$ cat config.mk
export PLATFORM = sky130hd
export DESIGN_NAME = bctd_ctrl
export DESIGN_NICKNAME = d
export VERILOG_FILES = /design/src/sv/bctd_pkg.sv /design/src/sv/bctd_ctrl.sv
export SDC_FILE = /design/constraint.sdc
export NUM_CORES = 1
export LEC_CHECK = 0
export ABC_CLOCK_PERIOD_IN_PS = 1800
export BUFFER_PORTS_ARGS = -buffer_cell sky130_fd_sc_hd__buf_2
export CAP_MARGIN = 20
export CORE_AREA = 10 10 47 49
export CTS_CLUSTER_SIZE = 30
export DETAILED_ROUTE_END_ITERATION = 12
export DIE_AREA = 0 0 57 59
export GPL_ROUTABILITY_DRIVEN = 0
export SYNTH_ARGS = -nofsm -noshare
export SYNTH_HDL_FRONTEND = slang
export SYNTH_SLANG_ARGS = --single-unit
$ cat constraint.sdc
create_clock -name clk -period 1.8 [get_ports clk]
set_input_delay 0.18 -clock clk [delete_from_list [all_inputs] [get_ports clk]]
set_output_delay 0.18 -clock clk [all_outputs]
set_load 0.05 [all_outputs]
$ cat src/sv/bctd_pkg.sv
// ----------------------------------------------------------------------------
// bctd_pkg
// Shared widths, defaults and the command and status types that join the
// controller and the datapath of the code tree decoder.
// ----------------------------------------------------------------------------
package bctd_pkg;

  // Fixed field widths of the item, result and register ports.
  localparam int CODE_W = 32;
  localparam int CODE_IW = $clog2(CODE_W);
  localparam int LEN_W = 6;
  localparam int SYM_W = 9;
  localparam int CFG_W = 10;

  // Defaults for the top-level parameters.
  localparam int NODE_COUNT_DEF = 1024;
  localparam int MAX_CODE_LEN_DEF = 32;
  localparam int SYMBOL_BITS_DEF = 9;

  typedef enum logic [2:0] {
    OP_NONE,
    OP_LOAD,
    OP_DEC_NEXT,
    OP_DEC_LEAF,
    OP_INS_STEP,
    OP_EMIT
  } op_t;

  typedef struct packed {
    op_t op;
  } cmd_t;

  typedef struct packed {
    logic item_decode;
    logic root_busy;
    logic root_zero;
    logic nxt_zero;
    logic leaf;
    logic rem_zero;
    logic link_zero;
    logic full;
    logic out_free;
  } sts_t;

endpackage

$ cat src/sv/bctd_ctrl.sv
// ----------------------------------------------------------------------------
// bctd_ctrl
// Sequencer of the code tree decoder: steps the datapath through decode
// steps, insert walks and result hand-off.
// ----------------------------------------------------------------------------
module bctd_ctrl (
  input  logic             clk,
  input  logic             rst,
  input  logic             in_valid,
  output logic             in_stall,
  input  bctd_pkg::sts_t   sts,
  output bctd_pkg::cmd_t   cmd
);
  import bctd_pkg::*;

  typedef enum logic [2:0] {
    S_IDLE,
    S_DEC_NEXT,
    S_DEC_LEAF,
    S_INS_STEP,
    S_EMIT
  } state_t;

  state_t state;
  state_t state_next;

  assign in_stall = (state != S_IDLE) || sts.root_busy;

  always_comb begin
    state_next = state;
    cmd.op = OP_NONE;
    case (state)
      S_IDLE: begin
        if (in_valid && !in_stall) begin
          cmd.op = OP_LOAD;
          if (sts.item_decode) begin
            state_next = S_DEC_NEXT;
          end else if (!sts.root_zero) begin
            state_next = S_INS_STEP;
          end
        end
      end
      S_DEC_NEXT: begin
        cmd.op = OP_DEC_NEXT;
        state_next = sts.nxt_zero ? S_EMIT : S_DEC_LEAF;
      end
      S_DEC_LEAF: begin
        cmd.op = OP_DEC_LEAF;
        state_next = sts.leaf ? S_EMIT : S_IDLE;
      end
      S_INS_STEP: begin
        cmd.op = OP_INS_STEP;
        if (sts.rem_zero) begin
          state_next = S_IDLE;
        end else if (sts.link_zero && sts.full) begin
          state_next = S_EMIT;
        end
      end
      S_EMIT: begin
        cmd.op = OP_EMIT;
        if (sts.out_free) begin
          state_next = S_IDLE;
        end
      end
      default: begin
        state_next = S_IDLE;
      end
    endcase
  end

  always_ff @(posedge clk) begin
    if (rst) begin
      state <= S_IDLE;
    end else begin
      state <= state_next;
    end
  end

endmodule

# Word level (Yosys, flattened, before mapping)
# Cells that the tools add are included.
# classes
n_eq_ne	8
muxes	11
reduce_logical	7
# op_table
op	n
3-bit case mux with 5 select lines	2
3-bit 2-to-1 mux	8
3-bit by 2-bit equality test with 1-bit output, second input constant	2
3-bit != test, second input constant	2
2-bit != test, second input constant	2
4-bit AND reduction	1
3-bit by 1-bit equality test with 1-bit output, second input constant	1
3-bit equality test, second input constant	1
3-bit logical NOT	1
3-bit nonzero test	1
1-bit logical AND	2
1-bit logical NOT	1
1-bit logical OR	1
1-bit 2-to-1 mux	1
# totals
ff_bits	3
in_bits	12
output_inout_bits	4
word_cells	27

# Depth between registers and ports, before layout
# depth
ltp_word	6
depth_mapped	5
mapped_depth_nobuf	4

# Worst setup path after synthesis
# No wires, ideal clock.
# synth_timing
path_kind	register to output
startpoint	register state[1]
endpoint	output cmd[0] (netlist name)
t_arrival_ns	1.680
required_ns	1.620
path_slack_ns	-0.060
stages_incl_launch_ff	4
n_path_buf	1
path_cell_list	dfxtp_1 -> buf_6 -> nor3_1 -> a211oi_1
# synth_rtl
item	line_no	source
start, declared	bctd_ctrl.sv:24	state_t state;
start signal, assigned	bctd_ctrl.sv:75	state <= state_next;
end, declared	bctd_ctrl.sv:12	output bctd_pkg::cmd_t cmd

==> flow_summary_export.csv <==
group,metric,value,unit
synth,ys_seq_elements,3,
synth,syn_inst,33,
timing,finClkSkew,0.0009043,ns
layout,reg_top3,"state: 3 flops",
drt,drt-total-wl,776,µm
worst_setup_path,crit_type,"flop to output pin",
layout,final_cells,65,
drt,ant_nets,0,
floorplan,die_w,57,µm
timing,setup_viol,0,
worst_setup_path,rr_endpoint,"state[1]",
worst_setup_path,worst_path_max_delay_cell,"dfxtp_1",
power_and_ir_drop,irDropWorstVdd,0.1658,mV
worst_setup_path,rrSetupSlack,0.51,ns
drt,via_count,297,
clocking,cts_tree,"yes",
outcome,status,"finished clean",
timing,tns,0,ns
clocking,cts-root-buf,"clkbuf_4",
worst_setup_path,worst-path-buf-inv,1,
layout,areaGrowthSynthToFinish,36.15,%
floorplan,start_util,0.1902,
layout,n_antenna_cell,0,
drt,drtIter0Drc,2,
clocking,clkTransAtPathRegs,0.04,ns
clocking,post_cts.repair.setup_buffers,0,
clocking,cts_buffers,3,
clocking,numClockSinks,3,
synth,syn_avg_cell_area,8.076,µm²
floorplan,core_area,0.001401,mm²
layout,final_common_cell,"buf_2",
worst_setup_path,worst_ep_arrival_time,1.37,ns
global_routing,grt_pass1_vias,280,
synth,synth_nets,45,
worst_setup_path,cpPeakStageDelay,0.54,ns
drt,wl_per_cell,11.94,µm
layout,fin_nets,62,
layout,drive_gt1_frac,0.4490,
worst_setup_path,critical_path.startpoint_type,"flop",
timing,clock.fmax,0.6458,GHz
worst_setup_path,end_kind,"output pin",
floorplan,die_area,0.003363,mm²
worst_setup_path,worstPathRequired,1.62,ns
worst_setup_path,critical_path.top_delay_family,"flip-flops",
synth,syn_area,266.5,µm²
layout,mostFrequentLayoutCells,"buf_2, nor2_1, nand2b_1, clkbuf_4, dfxtp_1",
clocking,insertion_delay,0.23,ns
layout,fill_cells,171,
clocking,clk_path_buf_depth,2,
worst_setup_path,path_max_fanout,10,
timing,slew_viol_final,0,
power_and_ir_drop,p_leak,0.1580,nW
layout,largest_register_ffs,3,
global_routing,antenna_found_initial,0,
global_routing,grt_pass1_wl,1.145,mm
worst_setup_path,path_cells,"nor3_1, a211oi_2, buf_2",
timing,finalCritPeriodShare,0.8603,
synth,ys_warn_count,0,
layout,top_register,"state",
clocking,ctsHoldBuffers,0,
synth,ys_seq_area_frac,0.2254,
hold_path,hold_start,"rst",
worst_setup_path,rr_worst_depth,4,
hold_path,hold_class,"primary input to flop",
hold_path,holdPathStages,2,
placement,dp.cells,61,
power_and_ir_drop,p_per_area,713.9,mW/mm²
hold_path,hold-path-endpoint,"state[1]",
clocking,cts_resized,0,
synth,ys_types,23,
timing,worst_pin_slew,0.3877,ns
worst_setup_path,r2r_start,"state[0]",
placement,portBuffers,15,
drt,drt_first_pass_iters,2,
drt,drc_errors,0,
worst_setup_path,crit_start,"state[1]",
timing,rsz0062_at_grt,"no",
timing,min_period,1.549,ns
drt,vias_per_cell,4.569,
timing,slew_headroom,0.7412,
job,maxCapViolCount,0,
timing,hold_viol,0,
floorplan,rows,14,
global_routing,grt_max_degree,11,
floorplan,fp.dieH,59,µm
clocking,cts-htree-levels,1,
global_routing,grtUsageTotal,0.04657,
floorplan,ios,16,
global_routing,globalRouteOverflowTotal,0,
==> report_power, final <==
group,internal [mW],switching (mW)
sequential,0.0692,0.00666
clock,0.0831,0.0348
combinational,0.0255,0.0397
==> logic make-up after synthesis <==
logic type,Yosys count,share of synthesized area
AOI/OAI and AO/OA,7,0.1737
xor gates and xnor gates,1,0.03287
buffers and inverters,4,0.1268
DFF,3,0.2254
muxes,1,0.03756
and+or+nand+nor,17,0.4038
==> cell type report <==
cell class                 count  area [µm²]  area share
tap                           16       20.02     0.05517
clock buffer                   4       26.28     0.07241
sequential                     3       60.06      0.1655
inverter                       1       3.754     0.01034
timing repair buffer          15       75.07      0.2069
multi-input combinational     26       177.7      0.4897
==> synthesized netlist by cell type, drive strengths merged <==
| library cell | n | area, µm² |
|---|---|---|
| dfxtp | 3 | 60.06 |
| o21ai | 2 | 13.76 |
| nor3 | 2 | 15.01 |
| buf | 3 | 30.03 |
| a31oi | 1 | 6.260 |
| a311oi | 1 | 8.760 |
| nand4bb | 1 | 11.26 |
| and4bb | 1 | 12.51 |
| nand2 | 1 | 3.750 |
| inv | 1 | 3.750 |
| a211oi | 1 | 7.510 |
| nor2b | 1 | 6.260 |
| nor2 | 5 | 18.77 |
| mux2i | 1 | 10.01 |
| or3 | 1 | 6.260 |
| nand3b | 1 | 7.510 |
| a21oi | 2 | 10.01 |
| xnor2 | 1 | 8.760 |
| nand2b | 3 | 18.77 |
| or4 | 1 | 7.510 |
==> per-layer routing <==
metal | track usage | routed length (µm) | share of wire | vias up
met5 | 0 | 0 | 0 | -
met4 | 0.07047 | 24 | 0.031 | 0
met3 | 0.01931 | 32 | 0.041 | 2
met2 | 0.07132 | 440 | 0.57 | 7
met1 | 0.03778 | 279 | 0.36 | 139
li1 | - | - | - | 149
==> metrics by stage <==
stage               hold slack (ns)    util  area (µm²)  power, mW  setup slack, ns
detailed placement           0.3997  0.2402       336.6     0.1431           0.4799
global placement             0.3931  0.2402       336.6     0.1419           0.5196
finish                       0.1591  0.2589       362.8     0.2590           0.2515
CTS                          0.1495  0.2589       362.8     0.2660           0.2353
global route                 0.1470  0.2589       362.8     0.2797           0.1695
floorplan                    0.2524       -       271.5     0.1242           0.3501
==> worst max path at each step <==
stage	endpoint	slack, ns	depth (start not counted)
after floorplan	cmd[2]	0.35	3
after global placement	cmd[0]	0.52	3
after detailed placement	cmd[0]	0.48	3
after CTS	cmd[0]	0.24	3
after global routing	cmd[0]	0.17	3
final	cmd[0]	0.25	3
(Power assumes the default switching activity.)
